[src/mlr_pkg.sv]
// Shared constants, types and codes of the midpoint line rasteriser.
package mlr_pkg;

   localparam int COORD_BITS = 10;
   // Transformed coordinates need a sign bit and headroom for negation.
   localparam int WALK_BITS  = COORD_BITS + 2;
   localparam int DEC_BITS   = COORD_BITS + 4;

   typedef logic [COORD_BITS-1:0]      coord_type;
   typedef logic signed [WALK_BITS-1:0] walk_type;
   typedef logic signed [DEC_BITS-1:0]  dec_type;

   typedef enum logic {
      OP_START   = 1'b0,
      OP_ADVANCE = 1'b1
   } op_type;

   // Slope classes; each names the map into the first octant.
   typedef enum logic [1:0] {
      MODE_SHALLOW    = 2'd0,   // 0 <= m <= 1, identity
      MODE_STEEP      = 2'd1,   // m > 1 or vertical, swap x and y
      MODE_DOWN_STEEP = 2'd2,   // m < -1, x' = y, y' = -x
      MODE_DOWN       = 2'd3    // -1 <= m < 0, y' = -y
   } mode_type;

   typedef struct packed {
      logic     active;
      mode_type mode;
      walk_type walk_x;
      walk_type walk_y;
      walk_type stop_x;
      dec_type  decision;
      walk_type east_inc;
      walk_type northeast_inc;
   } line_state_type;

   typedef struct packed {
      logic      pixel_valid;
      coord_type pixel_x;
      coord_type pixel_y;
      logic      last_pixel;
   } pixel_type;

endpackage

[src/mlr_if.sv]
// Request and response channel interfaces of the line rasteriser.
interface mlr_req_if
   import mlr_pkg::*;
   ();
   logic      valid;
   logic      ready;
   op_type    operation;
   coord_type x_start;
   coord_type y_start;
   coord_type x_end;
   coord_type y_end;

   modport source (output valid, operation, x_start, y_start, x_end, y_end, input ready);
   modport sink   (input valid, operation, x_start, y_start, x_end, y_end, output ready);
endinterface

interface mlr_rsp_if
   import mlr_pkg::*;
   ();
   logic      valid;
   logic      ready;
   logic      pixel_valid;
   coord_type pixel_x;
   coord_type pixel_y;
   logic      last_pixel;

   modport source (output valid, pixel_valid, pixel_x, pixel_y, last_pixel, input ready);
   modport sink   (input valid, pixel_valid, pixel_x, pixel_y, last_pixel, output ready);
endinterface

[src/mlr_setup.sv]
// Line setup: slope class, octant map, endpoint order and decision terms.
module mlr_setup
   import mlr_pkg::*;
   (
   input  coord_type      x_start,
   input  coord_type      y_start,
   input  coord_type      x_end,
   input  coord_type      y_end,
   output line_state_type line_start
   );

   walk_type xs, ys, xe, ye;
   walk_type dx, dy, ndx, ndy;
   walk_type ax, ay, bx, by;
   walk_type lo_x, lo_y, hi_x, hi_y;
   walk_type ddx, ddy;
   mode_type mode;

   always_comb begin
      xs = $signed({2'b00, x_start});
      ys = $signed({2'b00, y_start});
      xe = $signed({2'b00, x_end});
      ye = $signed({2'b00, y_end});
      dx = xe - xs;
      dy = ye - ys;
      // direction-normalised slope terms, so the class needs no division
      ndx = dx[WALK_BITS-1] ? -dx : dx;
      ndy = dx[WALK_BITS-1] ? -dy : dy;

      if (dx == '0) begin
         mode = MODE_STEEP;
      end else if (!ndy[WALK_BITS-1] && ndy <= ndx) begin
         mode = MODE_SHALLOW;
      end else if (ndy > ndx) begin
         mode = MODE_STEEP;
      end else if (-ndy <= ndx) begin
         mode = MODE_DOWN;
      end else begin
         mode = MODE_DOWN_STEEP;
      end

      case (mode)
         MODE_SHALLOW: begin
            ax = xs; ay = ys;  bx = xe; by = ye;
         end
         MODE_STEEP: begin
            ax = ys; ay = xs;  bx = ye; by = xe;
         end
         MODE_DOWN_STEEP: begin
            ax = ys; ay = -xs; bx = ye; by = -xe;
         end
         default: begin
            ax = xs; ay = -ys; bx = xe; by = -ye;
         end
      endcase

      if (ax > bx) begin
         lo_x = bx; lo_y = by; hi_x = ax; hi_y = ay;
      end else begin
         lo_x = ax; lo_y = ay; hi_x = bx; hi_y = by;
      end
      ddx = hi_x - lo_x;
      ddy = hi_y - lo_y;

      line_start.active        = (lo_x < hi_x);
      line_start.mode          = mode;
      line_start.walk_x        = lo_x;
      line_start.walk_y        = lo_y;
      line_start.stop_x        = hi_x;
      line_start.decision      = dec_type'({ddy, 1'b0}) - dec_type'(ddx);
      line_start.east_inc      = walk_type'({ddy, 1'b0});
      line_start.northeast_inc = walk_type'({ddy - ddx, 1'b0});
   end

endmodule

[src/midpoint_line_rasterizer_core.sv]
// Midpoint line rasteriser for all eight octants, top level.
// A start item carries two endpoints and returns the first pixel of the line; each advance
// item returns the next pixel, with last_pixel set on the final one. An advance with no line
// active returns pixel_valid low and zero coordinates, and a start drops any line in progress.
// The line state is updated by a single add-and-compare step as the item is accepted and
// the pixel lands in the output register, so one item a cycle is sustained while the
// response side keeps taking results. The pixel is presented in the cycle after acceptance.
module midpoint_line_rasterizer_core
   import mlr_pkg::*;
   (
   input logic       clock,
   input logic       reset,
   mlr_req_if.sink   req,
   mlr_rsp_if.source rsp
   );

   line_state_type line_ff, line_in, line_start, line_step;
   logic           rsp_valid_ff, rsp_valid_in;
   pixel_type      pix_ff, pix_in;
   logic           req_accept;
   walk_type       neg_y;

   mlr_setup u_setup (
      .x_start    (req.x_start),
      .y_start    (req.y_start),
      .x_end      (req.x_end),
      .y_end      (req.y_end),
      .line_start (line_start)
   );

   assign req.ready  = !rsp_valid_ff || rsp.ready;
   assign req_accept = req.valid && req.ready;

   // one midpoint step in the first octant
   always_comb begin
      line_step = line_ff;
      if (line_ff.decision <= 0) begin
         line_step.decision = line_ff.decision + dec_type'(line_ff.east_inc);
      end else begin
         line_step.decision = line_ff.decision + dec_type'(line_ff.northeast_inc);
         line_step.walk_y   = line_ff.walk_y + walk_type'(1);
      end
      line_step.walk_x = line_ff.walk_x + walk_type'(1);
      line_step.active = !(line_step.walk_x >= line_ff.stop_x);
   end

   always_comb begin
      line_in = line_ff;
      pix_in  = '0;
      if (req.operation == OP_START) begin
         line_in = line_start;
      end else if (line_ff.active) begin
         line_in = line_step;
      end

      neg_y = -line_in.walk_y;
      if (req.operation == OP_START || line_ff.active) begin
         pix_in.pixel_valid = 1'b1;
         pix_in.last_pixel  = (line_in.walk_x >= line_in.stop_x);
         case (line_in.mode)
            MODE_SHALLOW: begin
               pix_in.pixel_x = line_in.walk_x[COORD_BITS-1:0];
               pix_in.pixel_y = line_in.walk_y[COORD_BITS-1:0];
            end
            MODE_STEEP: begin
               pix_in.pixel_x = line_in.walk_y[COORD_BITS-1:0];
               pix_in.pixel_y = line_in.walk_x[COORD_BITS-1:0];
            end
            MODE_DOWN_STEEP: begin
               pix_in.pixel_x = neg_y[COORD_BITS-1:0];
               pix_in.pixel_y = line_in.walk_x[COORD_BITS-1:0];
            end
            default: begin
               pix_in.pixel_x = line_in.walk_x[COORD_BITS-1:0];
               pix_in.pixel_y = neg_y[COORD_BITS-1:0];
            end
         endcase
      end
   end

   always_comb begin
      if (req_accept) begin
         rsp_valid_in = 1'b1;
      end else if (rsp.ready) begin
         rsp_valid_in = 1'b0;
      end else begin
         rsp_valid_in = rsp_valid_ff;
      end
   end

   always_ff @(posedge clock) begin
      if (reset) begin
         line_ff      <= '0;
         rsp_valid_ff <= 1'b0;
      end else begin
         if (req_accept) begin
            line_ff <= line_in;
         end
         rsp_valid_ff <= rsp_valid_in;
      end
   end

   always_ff @(posedge clock) begin
      if (req_accept) begin
         pix_ff <= pix_in;
      end
   end

   assign rsp.valid       = rsp_valid_ff;
   assign rsp.pixel_valid = pix_ff.pixel_valid;
   assign rsp.pixel_x     = pix_ff.pixel_x;
   assign rsp.pixel_y     = pix_ff.pixel_y;
   assign rsp.last_pixel  = pix_ff.last_pixel;

endmodule

[src/flat_wrapper.sv]
// flat-port wrapper written by rule: the top's interface ports become plain ports
module midpoint_line_rasterizer_core_flat import mlr_pkg::*;
  (clock, reset, req_valid, req_operation, req_x_start, req_y_start, req_x_end, req_y_end, req_ready, rsp_valid, rsp_pixel_valid, rsp_pixel_x, rsp_pixel_y, rsp_last_pixel, rsp_ready);
  mlr_req_if req_i ();
  mlr_rsp_if rsp_i ();
  input logic clock;
  input logic reset;
  input wire logic [$bits(req_i.valid)-1:0] req_valid;
  input wire logic [$bits(req_i.operation)-1:0] req_operation;
  input wire logic [$bits(req_i.x_start)-1:0] req_x_start;
  input wire logic [$bits(req_i.y_start)-1:0] req_y_start;
  input wire logic [$bits(req_i.x_end)-1:0] req_x_end;
  input wire logic [$bits(req_i.y_end)-1:0] req_y_end;
  output wire logic [$bits(req_i.ready)-1:0] req_ready;
  output wire logic [$bits(rsp_i.valid)-1:0] rsp_valid;
  output wire logic [$bits(rsp_i.pixel_valid)-1:0] rsp_pixel_valid;
  output wire logic [$bits(rsp_i.pixel_x)-1:0] rsp_pixel_x;
  output wire logic [$bits(rsp_i.pixel_y)-1:0] rsp_pixel_y;
  output wire logic [$bits(rsp_i.last_pixel)-1:0] rsp_last_pixel;
  input wire logic [$bits(rsp_i.ready)-1:0] rsp_ready;
  assign req_i.valid = req_valid;
  assign req_i.operation = req_operation;
  assign req_i.x_start = req_x_start;
  assign req_i.y_start = req_y_start;
  assign req_i.x_end = req_x_end;
  assign req_i.y_end = req_y_end;
  assign req_ready = req_i.ready;
  assign rsp_valid = rsp_i.valid;
  assign rsp_pixel_valid = rsp_i.pixel_valid;
  assign rsp_pixel_x = rsp_i.pixel_x;
  assign rsp_pixel_y = rsp_i.pixel_y;
  assign rsp_last_pixel = rsp_i.last_pixel;
  assign rsp_i.ready = rsp_ready;
  midpoint_line_rasterizer_core u_core (.clock(clock), .reset(reset), .req(req_i), .rsp(rsp_i));
endmodule
[config.mk]
export PLATFORM = sky130hd
export DESIGN_NAME = midpoint_line_rasterizer_core_flat
export DESIGN_NICKNAME = d
export VERILOG_FILES = /design/src/mlr_pkg.sv /design/src/mlr_if.sv /design/src/mlr_setup.sv /design/src/midpoint_line_rasterizer_core.sv /design/src/flat_wrapper.sv
export SDC_FILE = /design/constraint.sdc
export NUM_CORES = 1
export LEC_CHECK = 0
export ABC_AREA = 0
export BUFFER_PORTS_ARGS = -buffer_cell sky130_fd_sc_hd__buf_2
export CAP_MARGIN = 30
export CELL_PAD_IN_SITES_DETAIL_PLACEMENT = 1
export CELL_PAD_IN_SITES_GLOBAL_PLACEMENT = 1
export CORE_MARGIN = 2
export CORE_UTILIZATION = 46
export CTS_BUF_LIST = sky130_fd_sc_hd__clkbuf_16
export DETAILED_ROUTE_END_ITERATION = 10
export GPL_TIMING_DRIVEN = 0
export PLACE_DENSITY_LB_ADDON = 0.1
export SYNTH_ARGS = -nofsm -noshare
export SYNTH_HDL_FRONTEND = slang
export SYNTH_SLANG_ARGS = --single-unit
[constraint.sdc]
create_clock -name clock -period 26.4 [get_ports clock]
set_clock_uncertainty 0.2 [all_clocks]
set_input_delay 7.92 -clock clock [delete_from_list [all_inputs] [get_ports clock]]
set_output_delay 7.92 -clock clock [all_outputs]
set_load 0.005 [all_outputs]
Yosys cells after proc, flatten, opt, wreduce, memory -nomap -nowiden
Cells that the tools add are included.
- reductions and logical operators: 14
- div/mod/pow operators: 0
- magnitude comparators: 8
- equality and inequality tests: 5
- add/sub/neg operators: 18
- multipliers: 0
- bitwise operators: 1
- shift operators: 0
- muxes and demuxes: 22
- operator list (operator ; number):
    77-bit 2-to-1 mux ; 2
    12-bit 2-to-1 mux ; 7
    12-bit case mux with 3 select lines ; 2
    20-bit case mux with 3 select lines ; 1
    10-bit negator with 12-bit output ; 4
    14-bit by 12-bit adder with 14-bit output ; 2
    12-bit by 2-bit adder with 12-bit output (second input constant) ; 2
    12-bit greater-or-equal comparator ; 2
    12-bit > comparator ; 2
    12-bit less-or-equal comparator ; 2
    12-bit negator ; 2
    12-bit subtractor ; 2
    22-bit 2-to-1 mux ; 1
    10-bit by 10-bit subtractor with 11-bit output ; 2
    10-bit 2-to-1 mux ; 2
    14-bit by 1-bit less-or-equal comparator with 1-bit output (second input constant) ; 1
    14-bit 2-to-1 mux ; 1
    14-bit by 12-bit subtractor with 14-bit output ; 1
    12-bit logical NOT ; 1
    12-bit less-than comparator ; 1
    11-bit negator with 12-bit output ; 1
    11-bit subtractor ; 1
    10-bit negator ; 1
    2-bit 2-to-1 mux ; 3
    other kinds (12) ; 22
- bits in read-only memories: 0
- output and inout port bits: 24
- latch bits: 0
- memories: 0
- input port bits: 45
- RAM bits: 0
- register bits after elaboration: 100
- word-level logic and storage cells: 81

Longest topological paths before layout
- depth in word-level cells: 20
- mapped depth: 65
- mapped depth without buffers: 56

By module
A second synthesis with hierarchy kept.
- cell total of the unflattened synthesis: 1762
- area total of the unflattened synthesis: 12977.4 sq um
- modules (own cells, without submodules) (module ; area each (sq um) ; instances ; seq. area each (sq um) ; cells each):
    mlr_setup ; 6588.8 ; 1 ; 0.0 ; 975
    midpoint_line_rasterizer_core ; 6388.6 ; 1 ; 2182.1 ; 787

Least setup slack after synthesis
OpenSTA, ideal clock, no wires.
- path type: input-to-reg
- from: input req_x_end[0]
- to: register u_core.line_ff[36] in the netlist's numbering
- path buffers: 11
- stages on the path: 62
- required time: 26080 ps
- data arrival time: 19499 ps
- library setup time: 120 ps
- setup slack: 6581 ps
- cells stage by stage: inv_1 -> ha_1 -> fa_1 -> nor2b_1 -> o21ai_1 -> a21boi_0 -> o21ai_0 -> a21boi_1 -> o21a_1 -> o211a_1 -> or2_2 -> clkbuf_1 -> clkbuf_1 -> nand2_1 -> o21ai_0 -> ha_1 -> nor2b_1 -> o21a_1 -> [26 not listed] -> o21ai_0 -> ha_1 -> inv_1 -> fa_1 -> a21o_1 -> a21oi_1 -> o21bai_1 -> a21oi_1 -> o21bai_1 -> a21oi_1 -> o21bai_1 -> a21oi_1 -> xnor2_1 -> ha_1 -> and3b_1 -> a221oi_2 -> a2111oi_1 -> a211o_1
- cells in the longest elaborated chain, start to end: 16
- elaborated cells between the ends (all ways): 33
- those cells by class: add/sub: 7; order compare: 4; eq/ne: 2; mux: 15; reduce/logical: 5
- RTL lines (item ; RTL line ; source):
    start, declared ; flat_wrapper.sv:12 ; input wire logic [$bits(req_i.x_end)-1:0] req_x_end;
    10-bit by 10-bit subtractor with 11-bit output ; mlr_setup.sv:24 ; dx = xe - xs;
    12-bit 2-to-1 mux / 12-bit negator (equally long branches) ; mlr_setup.sv:28, mlr_setup.sv:27 ;
    12-bit negator / 12-bit 2-to-1 mux (equally long branches) ; mlr_setup.sv:36, mlr_setup.sv:27 ;
    12-bit less-or-equal comparator ; mlr_setup.sv:36 ; end else if (-ndy <= ndx) begin
    1-bit 2-to-1 mux ; mlr_setup.sv:36 ;
    2-bit 2-to-1 mux ; mlr_setup.sv:34 ; end else if (ndy > ndx) begin
    2-bit 2-to-1 mux ; mlr_setup.sv:32 ; end else if (!ndy[WALK_BITS-1] && ndy <= ndx) begin
    2-bit 2-to-1 mux ; mlr_setup.sv:30 ; if (dx == '0) begin
    2-bit equality test / 2-bit by 1-bit equality test with 1-bit output (equally long branches) ; mlr_setup.sv:42 ; case (mode)
    2-bit OR reduction (no source line) ; - ;
    10-bit 2-to-1 mux ; mlr_setup.sv:42 ;
    12-bit > comparator ; mlr_setup.sv:57 ; if (ax > bx) begin
    12-bit 2-to-1 mux ; mlr_setup.sv:57 ;
    12-bit subtractor (on tied branches) ; mlr_setup.sv:63, mlr_setup.sv:62 ;
    14-bit by 12-bit subtractor with 14-bit output (*) ; mlr_setup.sv:70 ; line_start.decision = dec_type'({ddy, 1'b0}) - dec_type'(ddx);
    77-bit 2-to-1 mux (*) ; midpoint_line_rasterizer_core.sv:50 ; if (req.operation == OP_START) begin
    end signal, assigned ; midpoint_line_rasterizer_core.sv:97 ; line_ff <= line_in;
    end, declared ; midpoint_line_rasterizer_core.sv:17 ; line_state_type line_ff, line_in, line_start, line_step;
Every way passes the cells marked *; elsewhere a longest branch is shown, timed or not.
A chain may end at the register's enable or synchronous reset.

Worst setup path after layout
Same ends and word-level chain as after synthesis.

==> summary.md <==
| Metric | Value |
|---|---|
| First-pass GRT wire length | 71,100 um |
| GPL Wtd Cong | 0.953 |
| Clk buf depth | 2 |
| Bufs and invs on worst path | 16 |
| Max incr delay on CP | 0.79 ns |
| Max-slew headroom | 28.1% |
| Largest net degree at the start of global routing | 32 |
| Startpoint Class | primary input |
| Post-Syn Area per Cell | 7.34 um2 |
| NumNets Final | 1,928 |
| Tightest Pin Transition | 1.07 ns |
| Initial DRT Pass Iterations | 9 |
| Core footprint | 26,100 um2 |
| CTS Buf Count | 9 |
| # clock sinks | 96 |
| PostCTS Resize Cnt | 0 |
| Final period utilization | 88.1% |
| Root buffer cell | clkbuf_16 |
| Post-route DRC | 0 |
| Cell class contributing the biggest share of worst-path delay | compound AO/OA/AOI/OAI gates |
| TNS Setup | 0 ns |
| Slew Viols, Final | 0 |
| R2R Setup Slk | 21.00 ns |
| Starting Density | 47.0% |
| Hold Path Origin | u_core.line_ff[6]$_SDFFE_PP0P_ |
| CP max stage cell | nor3_1 |
| Hold/Removal Path Class | reg -> reg |
| #FFs+latches synth | 96 |
| Area of the multi-input gates | 9370 um2 |
| Share of cells above drive strength 1 | 8.79% |
| Post-synth EDFFs | 22 |
| Area delta synth->final | 8.61% |
| Critical Path RT | 26.46 ns |
| YS warnings | 0 |
| Ant diodes | 0 |
| Post-CTS Setup Inserts | 0 |
| RSZ-0062 raised after global routing | no |
| Status | finished clean |
| Worst r2r dst | u_core.line_ff[37]$_SDFFE_PP0P_ |
| Wirelength per Cell | 22.0 um |
| Crit path from | req_x_end[0] |
| WHS Endpoint | u_core.line_ff[6]$_SDFFE_PP0P_ |
| Synth async-reset ratio | 0% |
| Mapped Area | 12,200 um2 |
| I/O Buffers | 68 |
| WS Path Type | in -> reg |
| Fill cells | 3,404 |
| I/O pins | 69 |
| WL final | 45,900 um |
| Top_reg_cell synth | dfxtp_1 |
| H-Tree Depth | 3 |
| GRT Overall Usage | 32.2% |
| Fin crit period | 23.27 ns |
| First-iteration detailed-routing DRC count | 1,154 |
| Worst-path fanout max | 10 |
| RR Startpoint | u_core.line_ff[33]$_SDFFE_PP0P_ |
| CTS tree | yes |
| Seq/Total Area, Yosys | 17.5% |
| Grt total ovfl | 0 |
| Final hold vios | 0 |
| Row count | 59 |
| Critical path arrival | 23.33 ns |
| Final Setup Violations | 0 |
| CP dominant cell by count | ha_1 |
| Post-synthesis cell type count | 98 |
| CTS clock-pin slew for the worst setup and hold paths | 0.08 ns |
| Die X | 167 um |
| Stages on worst setup path | 63 |
| Via density | 6.25 |
| Dpl hpwl | 37,800 um |
| Commonest non-fill, non-tap cells in the layout | nand2_1 (194), nor2_1 (179), a21oi_1 (153) |
| Skew-Pair Late Insertion Delay | 0.36 ns |
| Most common cell after layout, fill and taps aside | nand2_1 |
| Hold depth | 2 |
| Die Height | 167 um |
| Register-to-Register Path Depth | 18 |
| Antenna violation net count after detailed routing | 0 |
| Crit. End Element | flip-flop |
| Max-cap viol count | 0 |
| Fmax | 43.0 MHz |
| Vias in the first global route | 12,800 |
| Vias | 13,100 |
| Cts hold-fix bufs | 0 |
| Cell count after synthesis | 1,667 |
| Initial antenna violation count | 0 |
| Die area | 27,900 um2 |
| Area occupied by registers | 2140 um2 |
==> cell type report <==
| class | count | share of cell area (%) |
|---|---|---|
| repair buffers | 68 | 2.56 |
| flip-flops and latches | 96 | 16.1 |
| clock inverters | 7 | 0.480 |
| plain buffers | 75 | 2.42 |
| multi-input cells | 1388 | 70.5 |
| inverters | 109 | 3.08 |
| clock buffers | 9 | 1.69 |
| well taps | 335 | 3.15 |
==> registers in the layout (all words and copies together) (netlist names) <==
register	flops
u_core.rsp.valid	1
u_core.rsp.pixel_y	10
u_core.rsp.pixel_valid	1
u_core.line_ff	73
u_core.rsp.pixel_x	10
u_core.rsp.last_pixel	1
==> metal layers <==
layer	up-vias	part of all wire [%]	GRT usage, %
met1	6397	47	45.1
li1	6157	-	-
met3	86	5.0	3.05
met2	412	45	52.1
met5	-	0	0
met4	0	3.0	10.5
==> worst register-to-register path: stages, from the launching register on <==
cell and delay (ns):
dfxtp_1 0.41, nor3_1 0.10, a41oi_1 0.53, clkbuf_1 0.55, mux2_2 0.42, ha_1 0.31
a21o_1 0.22, a21oi_1 0.22, o21bai_1 0.12, a21oi_1 0.25, o21bai_1 0.13, a21oi_1 0.26
o21bai_1 0.14, a21oi_1 0.32, o21ai_0 0.21, a21oi_1 0.23, mux2i_1 0.35, o311a_1 0.22
nand3_1 0.08
==> worst max-delay path by stage <==
stage	end	slack, ns
after floorplan	u_core.line_ff[36]$_SDFFE_PP0P_	6.58
after global placement	u_core.line_ff[36]$_SDFFE_PP0P_	3.40
after detailed placement	u_core.line_ff[36]$_SDFFE_PP0P_	3.00
after CTS	u_core.line_ff[36]$_SDFFE_PP0P_	3.34
after global routing	u_core.line_ff[36]$_SDFFE_PP0P_	2.03
final	u_core.line_ff[36]$_SDFFE_PP0P_	3.13
==> cell usage after synthesis, types with 25 or more instances <==
cell / count / share of area (%)
clkbuf_1: 50 / 1.5
a21oi_1: 153 / 6.3
mux2i_1: 28 / 2.3
nor3_1: 45 / 1.8
xor2_1: 54 / 3.9
a21o_1: 37 / 2.3
ha_1: 131 / 13
o21ai_0: 68 / 2.8
nand3_1: 29 / 1.2
dfxtp_1: 74 / 12
nand2_1: 194 / 5.9
nor2_1: 179 / 5.5
inv_1: 108 / 3.3
xnor2_1: 65 / 4.7
a211oi_1: 25 / 1.5
==> metrics by stage <==
stage                     area (um2)  hold WS (ns)  util (%)  std cells  worst slack (ns)
final                          13300         0.256      51.0       2087              3.13
after global routing           13300         0.285      51.0       2087              2.03
after CTS                      13300         0.255      51.0       2087              3.34
after detailed placement       13000         0.245      49.9       2071              3.00
after global placement         13000         0.237      49.9       2071              3.40
after floorplan                12200         0.228         -       1668              6.58
==> cell families (layout without fill, tap and decap cells) <==
group / Yosys count / count (layout) / synth area share, %
AND/OR/NAND/NOR: 608 / 608 / 23.4
XOR/XNOR: 119 / 119 / 8.51
multiplexers: 48 / 48 / 4.34
other: 1 / 2 / 0.0306
AO/OA/AOI/OAI: 471 / 471 / 25.7
adder cells (fa/ha/maj): 140 / 140 / 14.6
buffers and inverters: 184 / 268 / 5.96
flip-flops: 96 / 96 / 17.5
Power is not shown: default switching activity piles up to over one toggle a cycle in this logic, so the estimate is an artifact.
